<file path="src/sv/mbfa_pkg.sv">
// Shared types, constants and the reciprocal table for the frame accumulator.
package mbfa_pkg;

  localparam int MAX_WIDTH_DEF  = 1024;
  localparam int MAX_HEIGHT_DEF = 1024;

  localparam int CHAN_W    = 8;
  localparam int BLUR_W    = 7;
  localparam int DIM_W     = 11;
  localparam int PHASE_W   = 6;
  localparam int RECIP_W   = 17;
  localparam int RECIP_SH  = 16;
  localparam int BLUR_MAX  = 64;
  localparam int APB_AW    = 4;
  localparam int APB_DW    = 32;
  localparam int JOBQ_DEPTH = 4;
  localparam int RESQ_DEPTH = 4;

  localparam logic [BLUR_W-1:0] BLUR_RST   = 7'd1;
  localparam logic [DIM_W-1:0]  WIDTH_RST  = 11'd1024;
  localparam logic [DIM_W-1:0]  HEIGHT_RST = 11'd1024;

  typedef enum logic [1:0] {
    REG_BLUR   = 2'd0,
    REG_WIDTH  = 2'd1,
    REG_HEIGHT = 2'd2
  } reg_idx_t;

  typedef struct packed {
    logic [BLUR_W-1:0] blur;
    logic [DIM_W-1:0]  width;
    logic [DIM_W-1:0]  height;
  } cfg_t;

  // per-pixel job handed from front to back (address travels alongside)
  typedef struct packed {
    logic [CHAN_W-1:0] qb;
    logic [CHAN_W-1:0] qg;
    logic [CHAN_W-1:0] qr;
    logic              first;
    logic              last;
    logic              fend;
  } job_t;

  typedef struct packed {
    logic [CHAN_W-1:0] blue;
    logic [CHAN_W-1:0] green;
    logic [CHAN_W-1:0] red;
    logic              frame_end;
  } res_t;

  // ceil(2^16 / n) for n = 1..64; floor(v * m >> 16) == floor(v / n) for any 8-bit v
  localparam logic [RECIP_W-1:0] RECIP_TABLE [BLUR_MAX] = '{
    17'd65536, 17'd32768, 17'd21846, 17'd16384, 17'd13108, 17'd10923, 17'd9363, 17'd8192,
    17'd7282,  17'd6554,  17'd5958,  17'd5462,  17'd5042,  17'd4682,  17'd4370, 17'd4096,
    17'd3856,  17'd3641,  17'd3450,  17'd3277,  17'd3121,  17'd2979,  17'd2850, 17'd2731,
    17'd2622,  17'd2521,  17'd2428,  17'd2341,  17'd2260,  17'd2185,  17'd2115, 17'd2048,
    17'd1986,  17'd1928,  17'd1873,  17'd1821,  17'd1772,  17'd1725,  17'd1681, 17'd1639,
    17'd1599,  17'd1561,  17'd1525,  17'd1490,  17'd1457,  17'd1425,  17'd1395, 17'd1366,
    17'd1338,  17'd1311,  17'd1286,  17'd1261,  17'd1237,  17'd1214,  17'd1192, 17'd1171,
    17'd1150,  17'd1130,  17'd1111,  17'd1093,  17'd1075,  17'd1058,  17'd1041, 17'd1024
  };

  // n must already be limited to 1..64
  function automatic logic [RECIP_W-1:0] recip(input logic [BLUR_W-1:0] n);
    logic [PHASE_W-1:0] idx;
    idx = PHASE_W'(n - BLUR_W'(1));
    return RECIP_TABLE[idx];
  endfunction

  function automatic logic [CHAN_W-1:0] sat_add(input logic [CHAN_W-1:0] a,
                                                input logic [CHAN_W-1:0] b);
    logic [CHAN_W:0] s;
    s = {1'b0, a} + {1'b0, b};
    return s[CHAN_W] ? {CHAN_W{1'b1}} : s[CHAN_W-1:0];
  endfunction

endpackage

</file>
<file path="src/sv/mbfa_fifo.sv">
// Small first-in first-out queue used between the block's stages.
module mbfa_fifo
  import mbfa_pkg::*;
#(
  parameter int WIDTH = 8,
  parameter int DEPTH = 4
) (
  input  logic                       clk,
  input  logic                       rst,
  input  logic                       wr_en,
  input  logic [WIDTH-1:0]           wr_data,
  input  logic                       rd_en,
  output logic [WIDTH-1:0]           rd_data,
  output logic [$clog2(DEPTH+1)-1:0] count
);

  localparam int PW = (DEPTH > 1) ? $clog2(DEPTH) : 1;
  localparam int CW = $clog2(DEPTH + 1);

  logic [WIDTH-1:0] slots [DEPTH];
  logic [PW-1:0]    wr_ptr;
  logic [PW-1:0]    rd_ptr;
  logic [CW-1:0]    fill;

  function automatic logic [PW-1:0] bump(input logic [PW-1:0] p);
    return (p == PW'(DEPTH - 1)) ? '0 : p + PW'(1);
  endfunction

  always_ff @(posedge clk) begin
    if (rst) begin
      wr_ptr <= '0;
      rd_ptr <= '0;
      fill   <= '0;
    end else begin
      if (wr_en) wr_ptr <= bump(wr_ptr);
      if (rd_en) rd_ptr <= bump(rd_ptr);
      unique case ({wr_en, rd_en})
        2'b10:   fill <= fill + CW'(1);
        2'b01:   fill <= fill - CW'(1);
        default: fill <= fill;
      endcase
    end
  end

  always_ff @(posedge clk) begin
    if (wr_en) slots[wr_ptr] <= wr_data;
  end

  assign rd_data = slots[rd_ptr];
  assign count   = fill;

endmodule

</file>
<file path="config.mk">
export PLATFORM = sky130hd
export DESIGN_NAME = mbfa_fifo
export DESIGN_NICKNAME = d
export VERILOG_FILES = /design/src/sv/mbfa_pkg.sv /design/src/sv/mbfa_fifo.sv
export SDC_FILE = /design/constraint.sdc
export NUM_CORES = 1
export LEC_CHECK = 0
export BUFFER_PORTS_ARGS = -buffer_cell sky130_fd_sc_hd__buf_2
export CORE_MARGIN = 2
export CORE_UTILIZATION = 45
export CTS_CLUSTER_DIAMETER = 100
export DETAILED_ROUTE_END_ITERATION = 12
export GPL_ROUTABILITY_DRIVEN = 0
export GPL_TIMING_DRIVEN = 0
export PLACE_DENSITY = 0.66
export SYNTH_ARGS = -nofsm -noshare
export SYNTH_HDL_FRONTEND = slang
export SYNTH_SLANG_ARGS = --single-unit
</file>
<file path="constraint.sdc">
create_clock -name clk -period 1.6 [get_ports clk]
set_input_delay 0 -clock clk [delete_from_list [all_inputs] [get_ports clk]]
set_output_delay 0 -clock clk [all_outputs]
set_load 0.02 [all_outputs]
</file>
# Yosys cells after proc, flatten, opt, wreduce, memory -nomap -nowiden
# Memory sizes are Yosys's and may differ from the RTL's. A register that Yosys moved wholly into a read port is not among the register bits.
# Index checks and enable logic that the tools add are counted.
[op_classes]
addsub = 4
mul = 0
div = 0
magnitude_cmp = 0
n_eq_ne = 4
shifts = 0
muxes = 7
bitwise_logic = 0
reduce_logical = 1
[op_table]
columns = ["op", "n"]
rows = [
  ["2-bit two-way mux", 4],
  ["2-bit == test (second input constant)", 3],
  ["3-bit one-hot mux with 2 select lines", 1],
  ["2-bit by 1-bit adder with 2-bit output (second input constant)", 2],
  ["3-bit by 1-bit adder with 3-bit output (second input constant)", 1],
  ["3-bit by 1-bit subtractor with 3-bit output (second input constant)", 1],
  ["2-bit by 1-bit == test with 1-bit output (second input constant)", 1],
  ["1-bit two-way mux", 2],
  ["2-bit nonzero test", 1],
]
[word_totals]
reg_bits = 7
latch_bits = 0
ram_bits = 32
romBits = 0
input_bits = 12
output_inout_bits = 11
wordCells = 20
memories = 1
[memory_table]
columns = ["name", "words", "word_bits", "rd", "rd_clocked_by_memory_dff", "wr", "line_no", "source"]
rows = [
  ["slots", 4, 8, 1, 1, 1, "mbfa_fifo.sv:20", "logic [WIDTH-1:0] slots [DEPTH];"],
]

# Longest topological paths before layout
[logic_depth]
word_depth = 4
depth_mapped = 6
depth_no_buf = 6

# Worst setup path before layout
# Ideal clock, no wire load.
[synth_path]
kind = "register to register"
startpoint = "register fill[0], in the netlist count[0]"
endpoint = "register fill[2], in the netlist count[2]"
setup_ns = 0.070
arrival_ns = 1.383
t_required_ns = 1.530
setup_slack_ns = 0.147
path_stages_with_launch = 5
n_path_buf = 0
synth_period_minus_slack_ns = 1.453
path_cell_list = "dfxtp_1 -> fa_1 -> xnor2_1 -> or3_1 -> a21oi_1"
[synth_between]
elab_chain_cells = 2
word_cells_on_any_way = 3
cone_classes = "add/sub (2); mux (1)"
[synth_lines]
columns = ["item", "line_no", "source"]
rows = [
  ["from (decl)", "mbfa_fifo.sv:23", "logic [CW-1:0] fill;"],
  ["from (signal assigned)", "mbfa_fifo.sv:38", "2'b10: fill <= fill + CW'(1);"],
  ["from (signal assigned)", "mbfa_fifo.sv:39", "2'b01: fill <= fill - CW'(1);"],
  ["from (signal assigned)", "mbfa_fifo.sv:40", "default: fill <= fill;"],
  ["3-bit by 1-bit subtractor with 3-bit output / 3-bit by 1-bit adder with 3-bit output (equally long branches)", "mbfa_fifo.sv:39, mbfa_fifo.sv:38", ""],
  ["3-bit one-hot mux with 2 select lines *", "mbfa_fifo.sv:37", "unique case ({wr_en, rd_en})"],
]
# Mark *: on every way between the ends. The rest lies on a longest branch, timed or not.
# A chain may end at the register's enable or synchronous reset.

==> flow_summary_export.csv <==
group,metric,value,unit
cells_and_area,nets,142,
critical_path,critPathArrivalTime,1.53,ns
detailed_routing,wirelength,2428,µm
timing,relSlewSlack,70.71,%
detailed_routing,drtAntennaViolNets,0,
logic_synthesis,ys_types,17,
critical_path,crit_family,"multiplexers",
logic_synthesis,synthMostInstantiatedCell,"edfxtp_1",
critical_path,critPathBufInv,2,
timing,fmax,0.6553,GHz
logic_synthesis,syn_inst,84,
critical_path,cp_max_fo,8,
logic_synthesis,synth_area_leader_cell,"edfxtp_1",
logic_synthesis,synth_nets,103,
die,fp.dieH,63.33,µm
clock_network,post_cts_buffers,0,
critical_path,cp-end-kind,"output port",
logic_synthesis,ys_warn_count,0,
detailed_routing,drt_iter0_markers,24,
logic_synthesis,synth_edf_count,32,
placed_design,dpl.hpwl,1656,µm
power_and_ir_drop,power_density,1032,nW/µm²
logic_synthesis,syn_avg_cell_area,18.86,µm²
global_routing,grt_usage,14.02,%
cells_and_area,syn_to_final_growth,20.69,%
clock_network,cts_tree,"done",
clock_network,cts_buffer_depth,2,
placed_design,port_buffers,22,
detailed_routing,avgViaCountPerCell,4.947,
cells_and_area,n_antenna_cell,0,
power_and_ir_drop,vdd_ir_drop_max,498.4,µV
logic_synthesis,async_reset_ff_share,0,%
clock_network,cts_buffers,5,
critical_path,setup.worst_path.start_class,"register",
global_routing,grt_pass1_wl,4015,µm
timing,worst_pin_slew,0.4394,ns
die,die-area,4011,µm²
detailed_routing,drc,0,
clock_network,h-tree-depth,2,
detailed_routing,first_pass_iters,4,
timing,period_share,95.37,%
critical_path,path_cells,"buf_12 -> mux4_2 -> buf_2",
global_routing,grt.overflow.total,0,
logic_synthesis,synth_area_leaders,"edfxtp_1, dfxtp_1, mux4_2",
power_and_ir_drop,p_leak,0.7164,nW
die,rows,21,
clock_network,clock_latency,0.34,ns
global_routing,grt_pass1_vias,860,
timing,fin_crit,1.526,ns
logic_synthesis,synth_ff_type,"edfxtp_1",
timing,drv_slew,0,
timing,fin_skew,0.004221,ns
critical_path,worst_path_largest_cell_delay,0.51,ns
die,io_pins,23,
die,initial_core_util,47.10,%
status,status,"completed",
die,core,3363,µm²
hold_path,hp-class,"in -> reg",
critical_path,cp_slowest_cell,"mux4_2",
logic_synthesis,seq_area_frac_synth,72.04,%
timing,final-hold-violation-count,0,
timing,setup_tns,0,ns
clock_network,root_buffer,"clkbuf_4",
logic_synthesis,netlist.area_leader.share,60.66,%
detailed_routing,wl_per_cell,14.28,µm
critical_path,crit_type,"reg -> out",
global_routing,grt_start_max_net_pins,13,
detailed_routing,via_count,841,
clock_network,cts_sinks,41,
logic_synthesis,synth_common_cells,"edfxtp_1, dfxtp_1, mux4_2",
logic_synthesis,ys_seq_elements,41,
cells_and_area,drive_above_1_share,31.45,%
logic_synthesis,synth_area,1584,µm²
job,maxCapViolCount,0,
critical_path,required,1.60,ns
timing,setup_viol,0,
timing,whs,0.01445,ns
global_routing,grt_antenna_before_repair,0,
die,die_x,63.33,µm
clock_network,path_clk_slew,0.11,ns
==> cell families after synthesis <==
group,synth area share [%]
buf+inv,1.974
simple gates,4.344
flops,72.04
xor+xnor,1.106
mux,13.27
compound gates,1.263
fa+ha+maj,6.003
==> stage by stage <==
step	setup WS [ns]	utilization [%]	instances	cell area, µm²	total power [mW]
after floorplan	0.1475	-	84	1584	1.424
after global placement	0.1555	52.08	152	1752	1.503
after detailed placement	0.1102	52.08	152	1752	1.515
after CTS	0.02432	56.55	170	1902	1.996
after global routing	-0.01463	56.85	170	1912	2.083
final	0.07403	56.85	170	1912	1.973
==> state kept, by name, indices dropped and copies added, names as in the netlist, named ones only <==
name	cells
count	3
rd_ptr	2
slots	32
wr_ptr	2
==> metal layers <==
layer	vias to the layer above	routed length [µm]	global-route usage [%]	part of all wire, %
met5	-	0	0	0
li1	397	-	-	-
met3	6	120	6.071	4.9
met4	0	50	6.522	2.1
met1	420	1044	17.03	43
met2	18	1214	21.58	50
==> cells in the final DEF, fill, tap and decap left out, drive strengths merged <==
cell type / instances
nor3b: 2
mux2i: 3
inv: 4
or3: 1
ha: 6
xnor2: 1
edfxtp: 32
dfxtp: 9
mux4: 8
o21ai: 1
xor2: 1
and2: 4
nor2: 6
dlygate4sd3: 10
buf: 23
clkinv: 3
a21oi: 3
clkbuf: 6
fa: 1
==> worst min-delay path: stages <==
cell	delay, ns
buf_2	0.12
mux2i_1	0.08
nor2_1	0.11
==> path summary, 6_finish.rpt <==
check / depth (start not counted) / slack (ns) / start / to
min: 3 / 0.01 / rd_en / rd_ptr[1]
min reg2reg: 2 / 0.49 / count[2] / count[2]
max reg2reg: 4 / 0.16 / count[0] / count[2]
max: 3 / 0.07 / register / rd_data[2]
==> where the power goes <==
part           total [mW]  switching, mW  internal, mW  leakage [nW]
Combinational       0.280          0.149         0.131         0.318
Clock               0.464          0.305         0.159        0.0300
Sequential           1.23         0.0249          1.20         0.368
Total                1.97          0.479          1.49         0.716
==> cell type report <==
type / instances / area [µm²]
clock inverters: 3 / 12.51
clock buffers: 5 / 37.54
repair buffers: 32 / 210.2
inverters: 4 / 15.01
well taps: 46 / 57.56
plain buffers: 2 / 25.02
fillers: 304 / 1451
flip-flops and latches: 41 / 1142
multi-input cells: 37 / 411.6
==> what timing repair did <==
item	in CTS	in global routing
hold buffers	10	0
setup endpoints to repair	0	8
resized for setup	0	3
hold endpoints to repair	41	0
Power figures use the tool's default switching activity.
