[src/sv/mbfa_pkg.sv]
// Shared types, constants and the reciprocal table for the frame accumulator.
package mbfa_pkg;

  localparam int MAX_WIDTH_DEF  = 1024;
  localparam int MAX_HEIGHT_DEF = 1024;

  localparam int CHAN_W    = 8;
  localparam int BLUR_W    = 7;
  localparam int DIM_W     = 11;
  localparam int PHASE_W   = 6;
  localparam int RECIP_W   = 17;
  localparam int RECIP_SH  = 16;
  localparam int BLUR_MAX  = 64;
  localparam int APB_AW    = 4;
  localparam int APB_DW    = 32;
  localparam int JOBQ_DEPTH = 4;
  localparam int RESQ_DEPTH = 4;

  localparam logic [BLUR_W-1:0] BLUR_RST   = 7'd1;
  localparam logic [DIM_W-1:0]  WIDTH_RST  = 11'd1024;
  localparam logic [DIM_W-1:0]  HEIGHT_RST = 11'd1024;

  typedef enum logic [1:0] {
    REG_BLUR   = 2'd0,
    REG_WIDTH  = 2'd1,
    REG_HEIGHT = 2'd2
  } reg_idx_t;

  typedef struct packed {
    logic [BLUR_W-1:0] blur;
    logic [DIM_W-1:0]  width;
    logic [DIM_W-1:0]  height;
  } cfg_t;

  // per-pixel job handed from front to back (address travels alongside)
  typedef struct packed {
    logic [CHAN_W-1:0] qb;
    logic [CHAN_W-1:0] qg;
    logic [CHAN_W-1:0] qr;
    logic              first;
    logic              last;
    logic              fend;
  } job_t;

  typedef struct packed {
    logic [CHAN_W-1:0] blue;
    logic [CHAN_W-1:0] green;
    logic [CHAN_W-1:0] red;
    logic              frame_end;
  } res_t;

  // ceil(2^16 / n) for n = 1..64; floor(v * m >> 16) == floor(v / n) for any 8-bit v
  localparam logic [RECIP_W-1:0] RECIP_TABLE [BLUR_MAX] = '{
    17'd65536, 17'd32768, 17'd21846, 17'd16384, 17'd13108, 17'd10923, 17'd9363, 17'd8192,
    17'd7282,  17'd6554,  17'd5958,  17'd5462,  17'd5042,  17'd4682,  17'd4370, 17'd4096,
    17'd3856,  17'd3641,  17'd3450,  17'd3277,  17'd3121,  17'd2979,  17'd2850, 17'd2731,
    17'd2622,  17'd2521,  17'd2428,  17'd2341,  17'd2260,  17'd2185,  17'd2115, 17'd2048,
    17'd1986,  17'd1928,  17'd1873,  17'd1821,  17'd1772,  17'd1725,  17'd1681, 17'd1639,
    17'd1599,  17'd1561,  17'd1525,  17'd1490,  17'd1457,  17'd1425,  17'd1395, 17'd1366,
    17'd1338,  17'd1311,  17'd1286,  17'd1261,  17'd1237,  17'd1214,  17'd1192, 17'd1171,
    17'd1150,  17'd1130,  17'd1111,  17'd1093,  17'd1075,  17'd1058,  17'd1041, 17'd1024
  };

  // n must already be limited to 1..64
  function automatic logic [RECIP_W-1:0] recip(input logic [BLUR_W-1:0] n);
    logic [PHASE_W-1:0] idx;
    idx = PHASE_W'(n - BLUR_W'(1));
    return RECIP_TABLE[idx];
  endfunction

  function automatic logic [CHAN_W-1:0] sat_add(input logic [CHAN_W-1:0] a,
                                                input logic [CHAN_W-1:0] b);
    logic [CHAN_W:0] s;
    s = {1'b0, a} + {1'b0, b};
    return s[CHAN_W] ? {CHAN_W{1'b1}} : s[CHAN_W-1:0];
  endfunction

endpackage

[src/sv/mbfa_front.sv]
// Front end: pixel acceptance, raster counters, store address and per-channel division.
module mbfa_front
  import mbfa_pkg::*;
#(
  parameter int MAX_WIDTH  = MAX_WIDTH_DEF,
  parameter int MAX_HEIGHT = MAX_HEIGHT_DEF,
  parameter int QDEPTH     = JOBQ_DEPTH,
  localparam int AW  = $clog2(MAX_WIDTH * MAX_HEIGHT),
  localparam int QCW = $clog2(QDEPTH + 1)
) (
  input  logic              clk,
  input  logic              rst,
  input  cfg_t              cfg,
  input  logic              push,
  input  logic [CHAN_W-1:0] red,
  input  logic [CHAN_W-1:0] green,
  input  logic [CHAN_W-1:0] blue,
  output logic              full,
  input  logic [QCW-1:0]    q_count,
  output logic              q_wr_en,
  output logic [AW-1:0]     q_addr,
  output job_t              q_job
);

  localparam int CW  = $clog2(MAX_WIDTH);
  localparam int RW  = $clog2(MAX_HEIGHT);
  localparam int DW0 = (CW > RW) ? CW + 1 : RW + 1;
  localparam int DW  = (DW0 > DIM_W) ? DW0 : DIM_W;
  localparam int PW  = RECIP_W + CHAN_W;

  logic [CW-1:0]      col;
  logic [RW-1:0]      row;
  logic [PHASE_W-1:0] phase;

  logic [BLUR_W-1:0]  n_eff;
  logic [DW-1:0]      w_eff;
  logic [DW-1:0]      h_eff;
  logic               accept;
  logic               last_frame;
  logic               line_end;
  logic               frame_end;
  logic [QCW:0]       in_flight;

  logic               a_valid;
  logic [CHAN_W-1:0]  a_r;
  logic [CHAN_W-1:0]  a_g;
  logic [CHAN_W-1:0]  a_b;
  logic [RECIP_W-1:0] a_recip;
  logic [AW-1:0]      a_addr;
  logic               a_first;
  logic               a_last;
  logic               a_fend;

  logic               b_valid;
  logic [AW-1:0]      b_addr;
  job_t               b_job;

  logic [PW-1:0]      prod_r;
  logic [PW-1:0]      prod_g;
  logic [PW-1:0]      prod_b;

  always_comb begin
    if (cfg.blur == '0)                        n_eff = BLUR_W'(1);
    else if (cfg.blur > BLUR_W'(BLUR_MAX))     n_eff = BLUR_W'(BLUR_MAX);
    else                                       n_eff = cfg.blur;

    if (cfg.width == '0)                       w_eff = DW'(1);
    else if (DW'(cfg.width) > DW'(MAX_WIDTH))  w_eff = DW'(MAX_WIDTH);
    else                                       w_eff = DW'(cfg.width);

    if (cfg.height == '0)                      h_eff = DW'(1);
    else if (DW'(cfg.height) > DW'(MAX_HEIGHT)) h_eff = DW'(MAX_HEIGHT);
    else                                       h_eff = DW'(cfg.height);
  end

  assign last_frame = (BLUR_W'(phase) + BLUR_W'(1)) >= n_eff;
  assign line_end   = (DW'(col) + DW'(1)) >= w_eff;
  assign frame_end  = line_end && ((DW'(row) + DW'(1)) >= h_eff);

  // items already past the push handshake but not yet in the queue count against it
  assign in_flight = (QCW+1)'(q_count) + (QCW+1)'(a_valid) + (QCW+1)'(b_valid);
  assign full      = in_flight >= (QCW+1)'(QDEPTH);
  assign accept    = push && !full;

  always_ff @(posedge clk) begin
    if (rst) begin
      col     <= '0;
      row     <= '0;
      phase   <= '0;
      a_valid <= 1'b0;
      b_valid <= 1'b0;
    end else begin
      a_valid <= accept;
      b_valid <= a_valid;
      if (accept) begin
        if (line_end) begin
          col <= '0;
          if (frame_end) begin
            row   <= '0;
            phase <= last_frame ? '0 : phase + PHASE_W'(1);
          end else begin
            row <= row + RW'(1);
          end
        end else begin
          col <= col + CW'(1);
        end
      end
    end
  end

  always_ff @(posedge clk) begin
    if (accept) begin
      a_r     <= red;
      a_g     <= green;
      a_b     <= blue;
      a_recip <= recip(n_eff);
      a_addr  <= AW'(row) * AW'(MAX_WIDTH) + AW'(col);
      a_first <= (phase == '0);
      a_last  <= last_frame;
      a_fend  <= frame_end;
    end
  end

  assign prod_r = PW'(a_r) * PW'(a_recip);
  assign prod_g = PW'(a_g) * PW'(a_recip);
  assign prod_b = PW'(a_b) * PW'(a_recip);

  always_ff @(posedge clk) begin
    if (a_valid) begin
      b_addr      <= a_addr;
      b_job.qr    <= prod_r[RECIP_SH +: CHAN_W];
      b_job.qg    <= prod_g[RECIP_SH +: CHAN_W];
      b_job.qb    <= prod_b[RECIP_SH +: CHAN_W];
      b_job.first <= a_first;
      b_job.last  <= a_last;
      b_job.fend  <= a_fend;
    end
  end

  assign q_wr_en = b_valid;
  assign q_addr  = b_addr;
  assign q_job   = b_job;

endmodule

[config.mk]
export PLATFORM = sky130hd
export DESIGN_NAME = mbfa_front
export DESIGN_NICKNAME = d
export VERILOG_FILES = /design/src/sv/mbfa_pkg.sv /design/src/sv/mbfa_front.sv
export SDC_FILE = /design/constraint.sdc
export NUM_CORES = 1
export LEC_CHECK = 0
export ABC_AREA = 1
export BUFFER_PORTS_ARGS = -buffer_cell sky130_fd_sc_hd__buf_4
export CORE_ASPECT_RATIO = 1.4
export CORE_MARGIN = 8
export CORE_UTILIZATION = 55
export DETAILED_ROUTE_END_ITERATION = 12
export PLACE_DENSITY_LB_ADDON = 0.08
export SLEW_MARGIN = 20
export SYNTH_ARGS = -nofsm -noshare
export SYNTH_HDL_FRONTEND = slang
export SYNTH_SLANG_ARGS = --single-unit
[constraint.sdc]
create_clock -name clk -period 4.9 [get_ports clk]
set_input_delay 0.49 -clock clk [delete_from_list [all_inputs] [get_ports clk]]
set_output_delay 0.49 -clock clk [all_outputs]
set_load 0.03 [all_outputs]
== Word level (Yosys, flattened, before mapping) ==
Memory sizes are Yosys's and may differ from the RTL's. A register that Yosys moved wholly into a read port is not among the register bits.
Cells that the tools add are included.

* Equality and inequality tests: 0
* Bitwise gates (word level): 1
* Div/mod/pow operators: 0
* Shifts and indexed selects: 0
* $add $sub $neg: 10
* Reduce and logical (&&, ||, !) cells: 9
* Multiplexer cells: 9
* $lt $le $gt $ge: 7
* Multiply operators: 3

{| class="wikitable"
|+ Operators by type and width
! cell !! number
|-
| 8-bit by 17-bit multiplier with 24-bit output || 3
|-
| 11-bit 2-to-1 mux || 4
|-
| 10-bit by 1-bit adder with 11-bit output, second input constant || 2
|-
| 11-bit >= comparator || 2
|-
| 11-bit greater-than comparator, second input constant || 2
|-
| 11-bit zero test || 2
|-
| 10-bit by 1-bit adder with 10-bit output, second input constant || 2
|-
| 20-bit by 10-bit adder with 20-bit output || 1
|-
| 10-bit 2-to-1 mux || 2
|-
| 7-bit 2-to-1 mux || 2
|-
| 6-bit by 1-bit adder with 7-bit output, second input constant || 1
|-
| 7-bit >= comparator || 1
|-
| 7-bit greater-than comparator, second input constant || 1
|-
| 7-bit zero test || 1
|-
| 6-bit NOT with 7-bit output || 1
|-
| 6-bit by 1-bit adder with 6-bit output, second input constant || 1
|-
| 6-bit zero test || 1
|-
| 6-bit 2-to-1 mux || 1
|-
| 6-bit by 1-bit subtractor with 6-bit output, second input constant || 1
|-
| 3-bit by 1-bit adder with 4-bit output || 1
|-
| 4-bit by 1-bit adder with 4-bit output || 1
|-
| 4-bit by 3-bit >= comparator with 1-bit output, second input constant || 1
|-
| 3-bit AND reduction || 1
|-
| 1-bit logical AND || 2
|-
| other kinds (2) || 2
|}

* Bits of input ports: 59
* Bits in writable memories: 0
* Latch bits: 0
* Logic and storage cells: 59
* Register bits: 122
* Memory bits (read-only): 1088
* Memories kept: 1
* Output and inout bits: 49

{| class="wikitable"
|+ Memories
! memory !! depth !! bits a word !! rd ports !! clocked after Yosys merged registers in !! write ports !! line !! RTL
|-
| (name not given) || 64 || 17 || 1 || 1 || 0 || mbfa_pkg.sv:68 || <nowiki>return RECIP_TABLE[idx];</nowiki>
|}

== Logic depth before layout (Yosys ltp) ==
* Depth after elaboration: 6
* Gate-level depth with buffers: 25
* Gate-level depth less buffers: 23

== Least setup slack after synthesis ==
OpenSTA, ideal clock, no wires.

* Kind: register to register
* Start point: register a_r[2]
* End point: register b_job, in the netlist q_job[10], data pin
* Clock period less this slack: 4.365 ns
* Stages on the path, launching flop included: 19
* Buffers on the path: 2
* Required time: 4.648 ns
* Path slack: 0.535 ns
* Library setup time: 0.252 ns
* Arrival time: 4.112 ns
* Cell sequence: edfxtp_1 -> clkbuf_1 -> clkbuf_1 -> nand2_1 -> fa_1 -> fa_1 -> inv_1 -> fa_1 -> inv_1 -> fa_1 -> inv_1 -> ha_1 -> a21oi_1 -> o21ai_0 -> a21oi_1 -> nor2b_1 -> nand2_1 -> nand2_1 -> nand2_1

* Word-level cells in the longest chain between the ends: 1

{| class="wikitable"
|+ Ends and longest elaborated chain
! what !! line !! RTL
|-
| start: declaration || mbfa_front.sv:45 || <nowiki>logic [CHAN_W-1:0] a_r;</nowiki>
|-
| start signal: assignment || mbfa_front.sv:113 || <nowiki>a_r <= red;</nowiki>
|-
| 8-bit by 17-bit multiplier with 24-bit output || mbfa_front.sv:124 || <nowiki>assign prod_r = PW'(a_r) * PW'(a_recip);</nowiki>
|-
| via prod_r[23] || mbfa_front.sv:58 || <nowiki>logic [PW-1:0] prod_r;</nowiki>
|-
| end: declaration || mbfa_front.sv:56 || <nowiki>job_t b_job;</nowiki>
|}

The timed path passes the listed nets, and every way through them passes these cells.
A chain may end at the register's enable or synchronous reset.

== Worst setup path after layout ==
* Start point: register a_recip[5]
* End point: register b_job, in the netlist q_job[16], data pin

* Word-level cells in the longest chain between the ends: 1

{| class="wikitable"
|+ Ends and longest elaborated chain
! what !! line !! RTL
|-
| start: declaration || mbfa_front.sv:48 || <nowiki>logic [RECIP_W-1:0] a_recip;</nowiki>
|-
| 8-bit by 17-bit multiplier with 24-bit output || mbfa_front.sv:125 || <nowiki>assign prod_g = PW'(a_g) * PW'(a_recip);</nowiki>
|-
| via prod_g[21] || mbfa_front.sv:59 || <nowiki>logic [PW-1:0] prod_g;</nowiki>
|}

The timed path passes the listed nets, and every way through them passes these cells.

==> flow_results.xml <==
<?xml version="1.0" encoding="UTF-8"?>
<metrics>
  <group name="route">
    <metric name="detail_route.vias_per_cell" unit="">5.07</metric>
    <metric name="remaining_drc_errors" unit="">0</metric>
    <metric name="dr.first_iter.drc_count" unit="">1027</metric>
    <metric name="detailroute.via_count" unit="">17400</metric>
    <metric name="drtPass1Iterations" unit="">5</metric>
    <metric name="detail_route.wl_per_cell" unit="um">15.2</metric>
    <metric name="ant_nets" unit="">0</metric>
    <metric name="routed_wirelength" unit="um">51900</metric>
  </group>
  <group name="critical_path">
    <metric name="critical_path_type" unit="">reg -&gt; reg</metric>
    <metric name="setup.worst_path.start_class" unit="">register</metric>
    <metric name="flop2flop_setup_slack" unit="ns">0.20</metric>
    <metric name="worstPathArrival" unit="ns">4.92</metric>
    <metric name="crit_path_max_fanout" unit="">11</metric>
    <metric name="crit-reg2reg-capture" unit="">q_job[16]$_DFFE_PP_</metric>
    <metric name="r2r_cells" unit="">16</metric>
    <metric name="timing.rr.start" unit="">a_recip[5]$_DFFE_PP_</metric>
    <metric name="worst_setup_path_end_kind" unit="">register</metric>
    <metric name="required" unit="ns">5.11</metric>
  </group>
  <group name="worst_hold_path">
    <metric name="worstHoldEndpoint" unit="">a_g[7]$_DFFE_PP_</metric>
    <metric name="timing.hold.worst.start" unit="">green[7]</metric>
    <metric name="hold_depth" unit="">1</metric>
    <metric name="hp-class" unit="">in -&gt; reg</metric>
  </group>
  <group name="global_route">
    <metric name="antenna_found_initial" unit="">1</metric>
    <metric name="grt_first_pass_wirelength" unit="um">87000</metric>
    <metric name="top_usage_layer" unit="">met2</metric>
    <metric name="use_met3" unit="%">4.17</metric>
    <metric name="gr-usage-met1" unit="%">26.1</metric>
    <metric name="grt_use_met2" unit="%">45.4</metric>
    <metric name="congestion_overflow_gr" unit="">0</metric>
    <metric name="global_routing_usage_summed_across_all_routing_layers" unit="%">24.2</metric>
    <metric name="grt_pass1_vias" unit="">18400</metric>
    <metric name="largest_net_degree_at_the_start_of_global_routing" unit="">49</metric>
  </group>
  <group name="placed_design">
    <metric name="dp_cells" unit="">3369</metric>
    <metric name="place.port_buffers" unit="">107</metric>
    <metric name="gp_routability_congestion" unit="">0.918</metric>
    <metric name="place_hpwl" unit="um">42000</metric>
    <metric name="detailedPlace.worstSlack" unit="ns">0.177</metric>
  </group>
  <group name="power">
    <metric name="ir_drop" unit="V">0.000326</metric>
    <metric name="swShare" unit="%">50.5</metric>
    <metric name="cellPowerDensity" unit="nW/um2">400</metric>
    <metric name="switchingPower" unit="mW">4.65</metric>
    <metric name="totalPowerFinal" unit="mW">9.21</metric>
    <metric name="p_clk_share" unit="%">14.9</metric>
    <metric name="leakage" unit="nW">14.0</metric>
    <metric name="seq_power_share" unit="%">17.1</metric>
    <metric name="cell_internal_pwr" unit="mW">4.56</metric>
    <metric name="combinationalPowerShare" unit="%">68.0</metric>
  </group>
  <group name="timing">
    <metric name="timing_worst_slew_pin_value" unit="ns">0.790</metric>
    <metric name="final-setup-viol-count" unit="">0</metric>
    <metric name="final_max_tran_viols" unit="">0</metric>
    <metric name="fin_ws" unit="ns">0.196</metric>
    <metric name="grt_setup_unrepaired" unit="">true</metric>
    <metric name="skew" unit="ns">0.0232</metric>
    <metric name="finalHoldViolations" unit="">0</metric>
    <metric name="max_freq" unit="GHz">0.213</metric>
    <metric name="max_slew_margin" unit="%">47.3</metric>
    <metric name="min_period" unit="ns">4.70</metric>
    <metric name="fin_crit_sh" unit="%">96.0</metric>
    <metric name="fin_tns_setup" unit="ns">0</metric>
  </group>
  <group name="synth">
    <metric name="ys_seq_area_share" unit="%">18.7</metric>
    <metric name="post_synth_instance_area" unit="um2">20800</metric>
    <metric name="postSynthRegisterBits" unit="">139</metric>
    <metric name="number_of_unique_standard_cell_types_used_by_synthesis" unit="">46</metric>
    <metric name="syn-num-nets" unit="">3333</metric>
    <metric name="netlist_instances" unit="">2841</metric>
    <metric name="yosys_warnings" unit="">0</metric>
    <metric name="synth_area_per_cell" unit="um2">7.31</metric>
  </group>
  <group name="clock_network">
    <metric name="clkSinkCount" unit="">139</metric>
    <metric name="worstSkewPairLatency" unit="ns">0.47</metric>
    <metric name="cts_made_buffers" unit="">17</metric>
    <metric name="clkSlewWorstSetupHoldPaths" unit="ns">0.08</metric>
    <metric name="htree_num_levels" unit="">4</metric>
    <metric name="clock_tree_root_buffer_cell" unit="">clkbuf_16</metric>
    <metric name="cts_tree" unit="">done</metric>
    <metric name="max_root_sink_buffers" unit="">2</metric>
  </group>
  <group name="final_layout">
    <metric name="seqCellArea" unit="um2">3890</metric>
    <metric name="count_of_placed_standard_cells_in_the_final_layout_fillers_left_out" unit="">3425</metric>
    <metric name="layout.nets" unit="">3430</metric>
    <metric name="multi_input_area" unit="um2">13500</metric>
    <metric name="syn2layout_area_growth" unit="%">10.8</metric>
    <metric name="drive_gt1_share" unit="%">8.13</metric>
    <metric name="n_fill_cell" unit="">3486</metric>
  </group>
  <group name="floorplan">
    <metric name="fp.dieW" unit="um">180</metric>
    <metric name="dieHeight" unit="um">246</metric>
    <metric name="std_cell_rows" unit="">84</metric>
    <metric name="fp.coreArea" unit="um2">37400</metric>
    <metric name="floorplan.io_pins" unit="">108</metric>
    <metric name="dieArea" unit="um2">44300</metric>
    <metric name="initial_core_utilization" unit="%">55.5</metric>
  </group>
  <group name="job">
    <metric name="maxCapViolCount" unit="">0</metric>
  </group>
  <group name="status">
    <metric name="outcome" unit="">finished, final reports clean</metric>
  </group>
</metrics>
power by group through the flow:
stage | logic [mW] | registers (mW) | clock network, mW
3_5_place_dp | 6.22 | 1.61 | 0
3_3_place_gp | 6.19 | 1.61 | 0
4_1_cts | 6.28 | 1.59 | 1.39
2_1_floorplan | 4.59 | 1.66 | 0
5_1_grt | 7.28 | 1.58 | 1.43
6_report | 6.27 | 1.57 | 1.37
synthesized netlist by cell type (all sizes together):
master / n / area, um2
nand2: 831 / 3170
inv: 782 / 2940
fa: 264 / 5290
ha: 169 / 2110
nor2: 162 / 626
edfxtp: 111 / 3330
nand3: 107 / 561
clkbuf: 83 / 312
a21oi: 79 / 395
o21ai: 57 / 293
xor2: 33 / 308
dfxtp: 28 / 561
nor3: 26 / 130
nand4: 25 / 156
buf: 17 / 103
o21bai: 11 / 82.6
a21o: 10 / 75.1
xnor2: 7 / 61.3
o21a: 6 / 45.0
o22ai: 6 / 37.5
nand3b: 5 / 37.5
nor4: 5 / 31.3
a31oi: 4 / 25.0
a21boi: 3 / 22.5
clkinv: 2 / 8.75
nor3b: 2 / 15.0
a22oi: 1 / 7.51
and3: 1 / 6.26
nor2b: 1 / 6.26
o211ai: 1 / 7.51
o31ai: 1 / 7.51
or2: 1 / 6.26
cell usage in the layout (no fill, tap or decap), types with 5 or more instances in the layout:
| master | Yosys | layout |
|---|---|---|
| nand2_4 | 5 | 5 |
| nand3b_1 | 5 | 5 |
| clkbuf_16 | 0 | 18 |
| dfxtp_1 | 28 | 27 |
| o22ai_1 | 6 | 6 |
| nand4_1 | 25 | 25 |
| xnor2_1 | 7 | 7 |
| a21o_1 | 10 | 10 |
| fa_1 | 264 | 264 |
| o21a_1 | 6 | 6 |
| ha_1 | 169 | 169 |
| nand3_1 | 102 | 102 |
| nor2_1 | 159 | 159 |
| nand2_1 | 821 | 821 |
| edfxtp_1 | 111 | 111 |
| nor4_1 | 5 | 5 |
| inv_1 | 777 | 776 |
| o21bai_1 | 11 | 11 |
| nor3_1 | 26 | 25 |
| o21ai_0 | 51 | 51 |
| nand3_2 | 5 | 5 |
| buf_12 | 0 | 9 |
| a21oi_1 | 79 | 79 |
| nand2_2 | 5 | 5 |
| xor2_1 | 32 | 32 |
| buf_4 | 6 | 169 |
how the worst max path moves through the flow:
stage	cells past startpoint	start	end	slack (ns)
4_1_cts	17	a_recip[12]$_SDFFCE_PN0P_	q_job[23]$_DFFE_PP_	0.15
3_5_place_dp	17	a_recip[12]$_SDFFCE_PN0P_	q_job[23]$_DFFE_PP_	0.18
3_3_place_gp	17	a_recip[12]$_SDFFCE_PN0P_	q_job[23]$_DFFE_PP_	0.13
5_1_grt	19	a_b[6]$_DFFE_PP_	q_job[25]$_DFFE_PP_	-0.01
6_report	16	a_recip[5]$_DFFE_PP_	q_job[16]$_DFFE_PP_	0.20
2_1_floorplan	18	a_r[2]$_DFFE_PP_	q_job[10]$_DFFE_PP_	0.54
worst max-delay path: stages (launching register included):
cell and delay, ns:
edfxtp_1 0.57, buf_4 0.28, buf_4 0.19, nand2_1 0.06
inv_1 0.09, fa_1 0.42, fa_1 0.47, fa_1 0.49
inv_1 0.05, fa_1 0.47, inv_1 0.04, ha_1 0.31
a21oi_1 0.28, o21ai_0 0.23, a22oi_1 0.23, nand3_1 0.12
xor2_1 0.16
routing by layer:
metal / part of all wire [%] / wire length (um) / vias up
li1: - / - / 8567
met1: 39 / 20300 / 8254
met2: 53 / 27300 / 435
met3: 4.3 / 2220 / 121
met4: 4.0 / 2090 / 0
met5: 0 / 0 / -
timing repair:
item / in CTS / in global routing
setup endpoints to repair: 0 / 10
gates resized for setup: 0 / 1
hold buffers: 0 / 0
buffers inserted: 0 / 23
flip-flops by register name, indices dropped and copies added, names as in the netlist, 6 cells and up:
register and flops:
a_b 8, a_addr 20, q_job 27, col 10, a_g 8, q_addr 20, a_recip 17, a_r 8
phase 6, row 10
layout make-up:
class / instances / share of cell area (%)
Multi-Input combinational cell: 1818 / 58.7
Clock buffer: 20 / 2.03
Timing Repair Buffer: 178 / 6.30
Tap cell: 473 / 2.57
Antenna cell: 1 / 0.0109
Sequential cell: 139 / 16.9
Clock inverter: 12 / 0.587
Inverter: 784 / 12.8
cells by family after synthesis:
logic type / Yosys count / synth area share (%)
DFF: 139 / 18.7
buffers and inverters: 884 / 16.2
AOI/OAI and AO/OA: 179 / 4.81
xor gates and xnor gates: 40 / 1.78
adders and majority gates: 433 / 35.6
and+or+nand+nor: 1166 / 22.8
per-stage QoR:
stage	area (um2)	utilization, %	hold WS [ns]
finish	23000	61.5	0.189
global route	23000	61.5	0.180
CTS	22700	60.8	0.175
detailed placement	22100	59.2	0.405
global placement	22100	59.2	0.401
floorplan	20800	-	0.400
Note: power is estimated with default switching activity, not from simulation.
